## src/sv/cfd_pkg.sv

```systemverilog
// Shared widths, codes and controller/datapath interface types for the CAN filter bank.
package cfd_pkg;

  localparam int unsigned ID_W          = 29;
  localparam int unsigned LEN_W         = 4;
  localparam int unsigned DATA_W        = 64;
  localparam int unsigned SLOT_W        = 3;
  localparam int unsigned NUM_SLOTS_DEF = 8;
  localparam int unsigned MAX_RESULTS   = 8;
  localparam int unsigned RES_W         = $clog2(MAX_RESULTS + 1);

  localparam logic KIND_REGISTER = 1'b0;
  localparam logic KIND_FRAME    = 1'b1;

  localparam logic ANS_REGISTER = 1'b0;
  localparam logic ANS_DELIVERY = 1'b1;

  localparam logic STATUS_OK   = 1'b0;
  localparam logic STATUS_FULL = 1'b1;

  typedef struct packed {
    logic capture;       // latch input transaction, restart scan
    logic idx_inc;       // step the free-slot search
    logic slot_write;    // store filter at scan index
    logic advance;       // step the frame compare pipeline
    logic push;          // load output register
    logic push_sel_pend; // delivery from pending match, else registration answer
    logic push_full;     // registration answer reports no free slot
    logic push_last;
  } cfd_cmd_t;

  typedef struct packed {
    logic idx_used;
    logic idx_at_end;
    logic issue_done;
    logic cmp_valid;
    logic cmp_match;
    logic pend_valid;
    logic cnt_reached;
    logic out_free;
  } cfd_stat_t;

endpackage

```

## src/sv/cfd_ctrl.sv

```systemverilog
// Sequencer for registration search and frame compare scan.
module cfd_ctrl (
  input  logic              clk_i,
  input  logic              rst_ni,
  input  logic              in_valid_i,
  input  logic              in_kind_i,
  input  logic              in_extended_flag_i,
  input  logic              in_remote_flag_i,
  output logic              in_stall_o,
  input  cfd_pkg::cfd_stat_t stat_i,
  output cfd_pkg::cfd_cmd_t  cmd_o
);

  typedef enum logic [1:0] {
    S_IDLE,
    S_REG,
    S_FRM,
    S_FLUSH
  } state_e;

  state_e state_q, state_d;
  logic   stall_q;
  logic   accept;
  logic   need_push;

  assign accept     = in_valid_i && (state_q == S_IDLE);
  assign in_stall_o = stall_q;
  assign need_push  = stat_i.cmp_valid && stat_i.cmp_match && stat_i.pend_valid;

  always_comb begin
    state_d = state_q;
    cmd_o   = '0;
    unique case (state_q)
      S_IDLE: begin
        if (accept) begin
          cmd_o.capture = 1'b1;
          if (in_kind_i == cfd_pkg::KIND_REGISTER) begin
            state_d = S_REG;
          end else if (in_extended_flag_i && !in_remote_flag_i) begin
            state_d = S_FRM;
          end
        end
      end
      S_REG: begin
        if (!stat_i.idx_used) begin
          if (stat_i.out_free) begin
            cmd_o.slot_write = 1'b1;
            cmd_o.push       = 1'b1;
            cmd_o.push_last  = 1'b1;
            state_d          = S_IDLE;
          end
        end else if (stat_i.idx_at_end) begin
          if (stat_i.out_free) begin
            cmd_o.push      = 1'b1;
            cmd_o.push_full = 1'b1;
            cmd_o.push_last = 1'b1;
            state_d         = S_IDLE;
          end
        end else begin
          cmd_o.idx_inc = 1'b1;
        end
      end
      S_FRM: begin
        if (stat_i.cnt_reached) begin
          state_d = S_FLUSH;
        end else if (stat_i.issue_done && !stat_i.cmp_valid) begin
          state_d = stat_i.pend_valid ? S_FLUSH : S_IDLE;
        end else if (!need_push || stat_i.out_free) begin
          // emit the older match once a newer one shows it was not the last
          cmd_o.advance       = 1'b1;
          cmd_o.push          = need_push;
          cmd_o.push_sel_pend = 1'b1;
        end
      end
      S_FLUSH: begin
        if (stat_i.out_free) begin
          cmd_o.push          = 1'b1;
          cmd_o.push_sel_pend = 1'b1;
          cmd_o.push_last     = 1'b1;
          state_d             = S_IDLE;
        end
      end
      default: state_d = S_IDLE;
    endcase
  end

  always_ff @(posedge clk_i or negedge rst_ni) begin
    if (!rst_ni) begin
      state_q <= S_IDLE;
      stall_q <= 1'b0;
    end else begin
      state_q <= state_d;
      stall_q <= (state_d != S_IDLE);
    end
  end

endmodule

```

## src/sv/cfd_datapath.sv

```systemverilog
// Filter store, slot index, compare stage, pending match and output register.
module cfd_datapath #(
  parameter int unsigned NUM_SLOTS = cfd_pkg::NUM_SLOTS_DEF
) (
  input  logic                        clk_i,
  input  logic                        rst_ni,
  input  logic [cfd_pkg::ID_W-1:0]    in_filter_value_i,
  input  logic [cfd_pkg::ID_W-1:0]    in_filter_mask_i,
  input  logic [cfd_pkg::ID_W-1:0]    in_frame_id_i,
  input  logic [cfd_pkg::LEN_W-1:0]   in_frame_length_i,
  input  logic [cfd_pkg::DATA_W-1:0]  in_frame_data_i,
  input  cfd_pkg::cfd_cmd_t           cmd_i,
  output cfd_pkg::cfd_stat_t          stat_o,
  output logic                        out_valid_o,
  input  logic                        out_stall_i,
  output logic                        out_answer_kind_o,
  output logic                        out_status_o,
  output logic [cfd_pkg::SLOT_W-1:0]  out_slot_o,
  output logic [cfd_pkg::ID_W-1:0]    out_delivered_id_o,
  output logic [cfd_pkg::LEN_W-1:0]   out_delivered_length_o,
  output logic [cfd_pkg::DATA_W-1:0]  out_delivered_data_o,
  output logic                        out_last_o
);

  localparam int unsigned IDX_W = (NUM_SLOTS > 1) ? $clog2(NUM_SLOTS) : 1;
  localparam int unsigned CNT_W = $clog2(NUM_SLOTS + 1);
  localparam int unsigned ENT_W = 2 * cfd_pkg::ID_W;

  // captured transaction
  logic [cfd_pkg::ID_W-1:0]   fval_q, fmask_q, fid_q;
  logic [cfd_pkg::LEN_W-1:0]  flen_q;
  logic [cfd_pkg::DATA_W-1:0] fdata_q;

  // filter store: value in the upper half, mask in the lower half
  logic [ENT_W-1:0] mem_q [NUM_SLOTS];
  logic [ENT_W-1:0] rd_q;
  logic             rd_en;
  logic [IDX_W-1:0] idx;

  logic [NUM_SLOTS-1:0]       used_q;
  logic [CNT_W-1:0]           idx_q;
  logic                       cmp_vld_q;
  logic [IDX_W-1:0]           cmp_idx_q;
  logic                       pend_vld_q;
  logic [IDX_W-1:0]           pend_idx_q;
  logic [cfd_pkg::RES_W-1:0]  res_cnt_q;
  logic                       issue_done;
  logic                       match;
  logic                       out_free;

  logic                       out_vld_q;
  logic                       o_kind_q, o_status_q, o_last_q;
  logic [cfd_pkg::SLOT_W-1:0] o_slot_q;
  logic [cfd_pkg::ID_W-1:0]   o_id_q;
  logic [cfd_pkg::LEN_W-1:0]  o_len_q;
  logic [cfd_pkg::DATA_W-1:0] o_data_q;

  assign idx        = idx_q[IDX_W-1:0];
  assign issue_done = (idx_q == CNT_W'(NUM_SLOTS));
  assign rd_en      = cmd_i.advance && !issue_done;
  assign match      = cmp_vld_q && used_q[cmp_idx_q] &&
                      ((fid_q & rd_q[cfd_pkg::ID_W-1:0]) == rd_q[ENT_W-1:cfd_pkg::ID_W]);
  assign out_free   = !out_vld_q || !out_stall_i;

  always_comb begin
    stat_o             = '0;
    stat_o.idx_used    = used_q[idx];
    stat_o.idx_at_end  = (idx_q == CNT_W'(NUM_SLOTS - 1));
    stat_o.issue_done  = issue_done;
    stat_o.cmp_valid   = cmp_vld_q;
    stat_o.cmp_match   = match;
    stat_o.pend_valid  = pend_vld_q;
    stat_o.cnt_reached = (res_cnt_q == cfd_pkg::RES_W'(cfd_pkg::MAX_RESULTS));
    stat_o.out_free    = out_free;
  end

  always_ff @(posedge clk_i) begin
    if (cmd_i.capture) begin
      fval_q  <= in_filter_value_i;
      fmask_q <= in_filter_mask_i;
      fid_q   <= in_frame_id_i;
      flen_q  <= in_frame_length_i;
      fdata_q <= in_frame_data_i;
    end
  end

  always_ff @(posedge clk_i) begin
    if (cmd_i.slot_write) begin
      mem_q[idx] <= {fval_q, fmask_q};
    end
    if (rd_en) begin
      rd_q <= mem_q[idx];
    end
  end

  always_ff @(posedge clk_i or negedge rst_ni) begin
    if (!rst_ni) begin
      used_q     <= '0;
      idx_q      <= '0;
      cmp_vld_q  <= 1'b0;
      cmp_idx_q  <= '0;
      pend_vld_q <= 1'b0;
      pend_idx_q <= '0;
      res_cnt_q  <= '0;
    end else begin
      if (cmd_i.slot_write) begin
        used_q[idx] <= 1'b1;
      end
      if (cmd_i.capture) begin
        idx_q      <= '0;
        cmp_vld_q  <= 1'b0;
        pend_vld_q <= 1'b0;
        res_cnt_q  <= '0;
      end else begin
        if (cmd_i.idx_inc || rd_en) begin
          idx_q <= idx_q + CNT_W'(1);
        end
        if (cmd_i.advance) begin
          cmp_vld_q <= !issue_done;
          cmp_idx_q <= idx;
        end
        if (cmd_i.advance && match) begin
          pend_vld_q <= 1'b1;
          pend_idx_q <= cmp_idx_q;
          res_cnt_q  <= res_cnt_q + cfd_pkg::RES_W'(1);
        end else if (cmd_i.push && cmd_i.push_sel_pend) begin
          pend_vld_q <= 1'b0;
        end
      end
    end
  end

  always_ff @(posedge clk_i or negedge rst_ni) begin
    if (!rst_ni) begin
      out_vld_q <= 1'b0;
    end else if (cmd_i.push) begin
      out_vld_q <= 1'b1;
    end else if (!out_stall_i) begin
      out_vld_q <= 1'b0;
    end
  end

  always_ff @(posedge clk_i) begin
    if (cmd_i.push) begin
      o_last_q <= cmd_i.push_last;
      if (cmd_i.push_sel_pend) begin
        o_kind_q   <= cfd_pkg::ANS_DELIVERY;
        o_status_q <= cfd_pkg::STATUS_OK;
        o_slot_q   <= cfd_pkg::SLOT_W'(pend_idx_q);
        o_id_q     <= fid_q;
        o_len_q    <= flen_q;
        o_data_q   <= fdata_q;
      end else begin
        o_kind_q   <= cfd_pkg::ANS_REGISTER;
        o_status_q <= cmd_i.push_full ? cfd_pkg::STATUS_FULL : cfd_pkg::STATUS_OK;
        o_slot_q   <= cmd_i.push_full ? '0 : cfd_pkg::SLOT_W'(idx);
        o_id_q     <= '0;
        o_len_q    <= '0;
        o_data_q   <= '0;
      end
    end
  end

  assign out_valid_o            = out_vld_q;
  assign out_answer_kind_o      = o_kind_q;
  assign out_status_o           = o_status_q;
  assign out_slot_o             = o_slot_q;
  assign out_delivered_id_o     = o_id_q;
  assign out_delivered_length_o = o_len_q;
  assign out_delivered_data_o   = o_data_q;
  assign out_last_o             = o_last_q;

endmodule

```

## src/sv/can_id_mask_filter_dispatch.sv

```systemverilog
// Top level of the extended-frame acceptance filter bank.
//
//  channel | direction | handshake            | payload
//  --------+-----------+----------------------+------------------------------------------
//  in      | input     | in_valid_i/in_stall_o | kind, filter pair, frame id/flags/len/data
//  out     | output    | out_valid_o/out_stall_i | answer kind, status, slot, frame, last
//
// A registration searches one slot per cycle for the lowest free slot. A frame
// reads one filter per cycle from the store (one read port, registered data),
// held while an older match waits on a stalled output. Dropped frames (not
// extended, or remote) get no answer. Reset clears the slot-used bits; the store is not
// cleared. The output register lets a new transaction enter while a result waits.
module can_id_mask_filter_dispatch #(
  parameter int unsigned NUM_SLOTS = cfd_pkg::NUM_SLOTS_DEF
) (
  input  logic                        clk_i,
  input  logic                        rst_ni,
  input  logic                        in_valid_i,
  output logic                        in_stall_o,
  input  logic                        in_kind_i,
  input  logic [cfd_pkg::ID_W-1:0]    in_filter_value_i,
  input  logic [cfd_pkg::ID_W-1:0]    in_filter_mask_i,
  input  logic [cfd_pkg::ID_W-1:0]    in_frame_id_i,
  input  logic                        in_extended_flag_i,
  input  logic                        in_remote_flag_i,
  input  logic [cfd_pkg::LEN_W-1:0]   in_frame_length_i,
  input  logic [cfd_pkg::DATA_W-1:0]  in_frame_data_i,
  output logic                        out_valid_o,
  input  logic                        out_stall_i,
  output logic                        out_answer_kind_o,
  output logic                        out_status_o,
  output logic [cfd_pkg::SLOT_W-1:0]  out_slot_o,
  output logic [cfd_pkg::ID_W-1:0]    out_delivered_id_o,
  output logic [cfd_pkg::LEN_W-1:0]   out_delivered_length_o,
  output logic [cfd_pkg::DATA_W-1:0]  out_delivered_data_o,
  output logic                        out_last_o
);

  cfd_pkg::cfd_cmd_t  cmd;
  cfd_pkg::cfd_stat_t stat;

  cfd_ctrl u_ctrl (
    .clk_i              (clk_i),
    .rst_ni             (rst_ni),
    .in_valid_i         (in_valid_i),
    .in_kind_i          (in_kind_i),
    .in_extended_flag_i (in_extended_flag_i),
    .in_remote_flag_i   (in_remote_flag_i),
    .in_stall_o         (in_stall_o),
    .stat_i             (stat),
    .cmd_o              (cmd)
  );

  cfd_datapath #(
    .NUM_SLOTS (NUM_SLOTS)
  ) u_datapath (
    .clk_i                  (clk_i),
    .rst_ni                 (rst_ni),
    .in_filter_value_i      (in_filter_value_i),
    .in_filter_mask_i       (in_filter_mask_i),
    .in_frame_id_i          (in_frame_id_i),
    .in_frame_length_i      (in_frame_length_i),
    .in_frame_data_i        (in_frame_data_i),
    .cmd_i                  (cmd),
    .stat_o                 (stat),
    .out_valid_o            (out_valid_o),
    .out_stall_i            (out_stall_i),
    .out_answer_kind_o      (out_answer_kind_o),
    .out_status_o           (out_status_o),
    .out_slot_o             (out_slot_o),
    .out_delivered_id_o     (out_delivered_id_o),
    .out_delivered_length_o (out_delivered_length_o),
    .out_delivered_data_o   (out_delivered_data_o),
    .out_last_o             (out_last_o)
  );

endmodule
```

## config.mk

```make
export PLATFORM = sky130hd
export DESIGN_NAME = can_id_mask_filter_dispatch
export DESIGN_NICKNAME = d
export VERILOG_FILES = /design/src/sv/cfd_pkg.sv /design/src/sv/cfd_ctrl.sv /design/src/sv/cfd_datapath.sv /design/src/sv/can_id_mask_filter_dispatch.sv
export SDC_FILE = /design/constraint.sdc
export NUM_CORES = 1
export LEC_CHECK = 0
export BUFFER_PORTS_ARGS = -buffer_cell sky130_fd_sc_hd__buf_2
export CAP_MARGIN = 25
export CELL_PAD_IN_SITES_DETAIL_PLACEMENT = 0
export CELL_PAD_IN_SITES_GLOBAL_PLACEMENT = 2
export CORE_ASPECT_RATIO = 1.2
export CORE_MARGIN = 4
export CORE_UTILIZATION = 25
export CTS_CLUSTER_DIAMETER = 120
export DETAILED_ROUTE_END_ITERATION = 16
export GPL_TIMING_DRIVEN = 0
export PLACE_DENSITY = 0.52
export SETUP_SLACK_MARGIN = 0.02
export SLEW_MARGIN = 10
export SYNTH_ARGS = -nofsm -noshare
export SYNTH_HDL_FRONTEND = slang
export SYNTH_SLANG_ARGS = --single-unit
export TNS_END_PERCENT = 100
```

## constraint.sdc

```tcl
create_clock -name clk_i -period 7.4 [get_ports clk_i]
set_input_delay 1.48 -clock clk_i [delete_from_list [all_inputs] [get_ports clk_i]]
set_output_delay 1.48 -clock clk_i [all_outputs]
set_load 0.05 [all_outputs]
```

==> impl_metrics.py <==
metrics = {
    "power_and_ir_drop": {
        "ir_drop_mv": 0.215,
        "p_per_area_mw_per_mm2": 414,
        "leakage_nw": 11.8,
    },
    "sta": {
        "slew_headroom": 0.270,
        "whs_ns": 0.499,
        "rsz0062_at_grt": "no",
        "hold_viol_final": 0,
        "clock.fmax_ghz": 0.253,
        "slew_viol_final": 0,
        "finalCritPeriodShare": 0.534,
        "worstMarginPinSlew_ns": 1.09,
        "setup_violations": 0,
        "finalCriticalPeriod_ns": 3.95,
        "fin_skew_ns": 0.0641,
    },
    "synthesis": {
        "yosysWarnings": 0,
        "postSynthNetCount": 1694,
        "yosys.area.top_type_share": 0.815,
        "yosysTopAreaCell": "edfxtp_1",
        "netlist_area_mm2": 0.0287,
        "synth_edf_count": 780,
        "yosys-top-cells-area": "edfxtp_1 82%, a22oi_1 6.1%, dfrtp_1 2.4%",
        "synthTopCellsByCount": "780 x edfxtp_1, 233 x a22oi_1, 100 x and2_1",
        "yosysUniqueCellTypes": 49,
        "synth_cells": 1528,
        "ys_seq_area_frac": 0.839,
        "synth.most_common_cell": "edfxtp_1",
        "avgSynthCellArea_um2": 18.8,
        "synthFlopType": "edfxtp_1",
        "synthArstFlopShare": 0.0347,
        "ys_seq_elements": 808,
    },
    "placed_design": {
        "io_buffers": 266,
        "place_congestion": 0.738,
        "hpwl_um": 61100,
        "place_inst": 3345,
    },
    "global_route": {
        "grt_pass1_wl_um": 124000,
        "gr-total-overflow": 0,
        "grt_pass1_vias": 16300,
        "grt_max_degree": 101,
        "track_usage": 0.145,
        "antenna_found_initial": 7,
    },
    "cts": {
        "cts_max_path_buffers": 3,
        "cts_sinks": 808,
        "insertion_delay_ns": 0.69,
        "h-tree-depth": 3,
        "cts_setup_buffers": 0,
        "cts_tree": "built",
        "numCtsBuffers": 89,
        "cts-resized-gates": 0,
        "path_clk_slew_ns": 0.06,
        "clock-root-buffer": "clkbuf_16",
        "postCtsHoldBufs": 0,
    },
    "floorplanning": {
        "rows": 136,
        "die_h_um": 379,
        "io_pins": 267,
        "start_util": 0.251,
        "coreArea_mm2": 0.114,
        "fp.dieArea_mm2": 0.120,
        "fp.dieW_um": 317,
    },
    "run": {
        "drv_cap": 0,
    },
    "finish": {
        "nNetsFinal": 2085,
        "layout.cells.non_filler": 3512,
        "drive_above_1_share": 0.232,
        "area_growth_syn_to_layout_pct": 23.8,
        "fillerInstances": 11200,
    },
    "setup_path": {
        "critPathLaunchType": "register",
        "cp_max_fo": 10,
        "required_ns": 7.84,
        "cp-end-kind": "register",
        "arrival_ns": 4.39,
        "crit_type": "reg -> reg",
    },
    "route": {
        "vias_per_cell": 4.50,
        "drtPass1Iterations": 5,
        "routedWlPerCell_um": 25.3,
        "drt_iter0_markers": 1134,
        "vias": 15800,
        "route.final.wire_length_um": 89000,
        "drc_errors": 0,
        "ant_nets": 0,
    },
    "worst_hold_path": {
        "hold_class": "reg -> reg",
    },
    "status": {
        "status": "complete, no violations",
    },
}
==> routing by layer <==
metal | GRT usage | share of wire | vias to the layer above
li1 | - | - | 6999
met1 | 0.185 | 0.43 | 8185
met2 | 0.248 | 0.49 | 496
met3 | 0.0314 | 0.060 | 115
met4 | 0.0415 | 0.022 | 4
met5 | 0 | 0.00030 | -
==> worst max-delay path, stage by stage (launching register included) <==
cell      delay, ns
dfrtp_1        0.39
buf_6          0.15
clkbuf_1       0.29
nor3_1         0.88
clkbuf_1       0.81
clkbuf_1       0.77
a22oi_1        0.15
nand4_1        0.29
==> power by group <==
part           internal [mW]  switching (mW)
registers               6.14           0.356
clock network           2.59            1.88
logic                  0.883            2.87
total                   9.60            5.11
==> placed cells by master (no fill, tap or decap), types with 7 or more instances in the layout <==
cell	count
a21o_1	7
a21oi_1	12
a22oi_1	233
and2_1	99
and3_1	15
buf_1	10
buf_16	9
buf_2	270
buf_8	10
bufinv_16	10
clkbuf_1	77
clkbuf_16	89
clkinv_1	21
clkinv_2	14
dfrtp_1	28
edfxtp_1	780
inv_1	10
mux2i_1	7
nand2_1	38
nand3_1	26
nand4_1	69
nor2_1	17
o21ai_0	11
or2_2	9
xor2_1	10
==> logic make-up (layout without fill, tap and decap cells) <==
logic type               after synthesis  in the layout  share of synthesized area
flip-flops                           808            808                      0.839
AND/OR/NAND/NOR                      308            308                     0.0616
AO/OA/AOI/OAI                        301            301                     0.0781
buffers and inverters                 86            551                     0.0117
multiplexers                          11             11                    0.00440
XOR/XNOR                              10             10                    0.00305
adder cells (fa/ha/maj)                4              4                    0.00174
other                                  0              1                          0
==> flip-flops by register name (all words and copies together) (netlist names), 8 cells and up <==
name                             count
u_datapath.mem_q                   464
u_datapath.fdata_q                  64
u_datapath.out_delivered_data_o     64
u_datapath.rd_q                     58
u_datapath.fid_q                    29
u_datapath.fmask_q                  29
u_datapath.fval_q                   29
u_datapath.out_delivered_id_o       29
u_datapath.used_q                    8
==> worst paths after layout <==
kind	start	endpoint	slack, ns	cells past startpoint
worst max-delay path	u_datapath.idx_q[1]	u_datapath.rd_q[33]	3.45	7
worst min-delay path	u_datapath.used_q[5]	u_datapath.used_q[5]	0.50	1
worst max register to register	u_datapath.idx_q[1]	u_datapath.rd_q[33]	3.45	7
worst min register to register	u_datapath.used_q[5]	u_datapath.used_q[5]	0.50	1
max in group asynchronous	rst_ni	u_datapath.pend_vld_q	6.04	1
min in group asynchronous	rst_ni	u_datapath.cmp_idx_q[0]	0.85	1
==> area by class of cell <==
| type | instances | area (um2) | area share |
|---|---|---|---|
| clock inverters | 58 | 652 | 0.0183 |
| clock buffers | 107 | 2290 | 0.0645 |
| repair buffers | 300 | 1920 | 0.0540 |
| well taps | 1518 | 1900 | 0.0534 |
| multi-input cells | 634 | 4330 | 0.122 |
| flip-flops and latches | 808 | 24100 | 0.678 |
| diodes | 1 | 2.50 | 0.0000704 |
| inverters | 11 | 48.8 | 0.00137 |
| plain buffers | 75 | 295 | 0.00830 |
==> per-stage QoR <==
step	utilization	setup TNS [ns]	setup WS, ns	area [um2]	power [mW]
detailed placement	0.285	0	3.09	32600	10.4
global placement	0.280	-498.04	-5.12	32000	10.4
global route	0.311	0	3.29	35600	15.4
floorplan	-	0	0.831	28700	8.70
finish	0.311	0	3.45	35600	14.7
CTS	0.311	0	3.34	35600	15.0
Note: power is estimated with default switching activity, not from simulation.
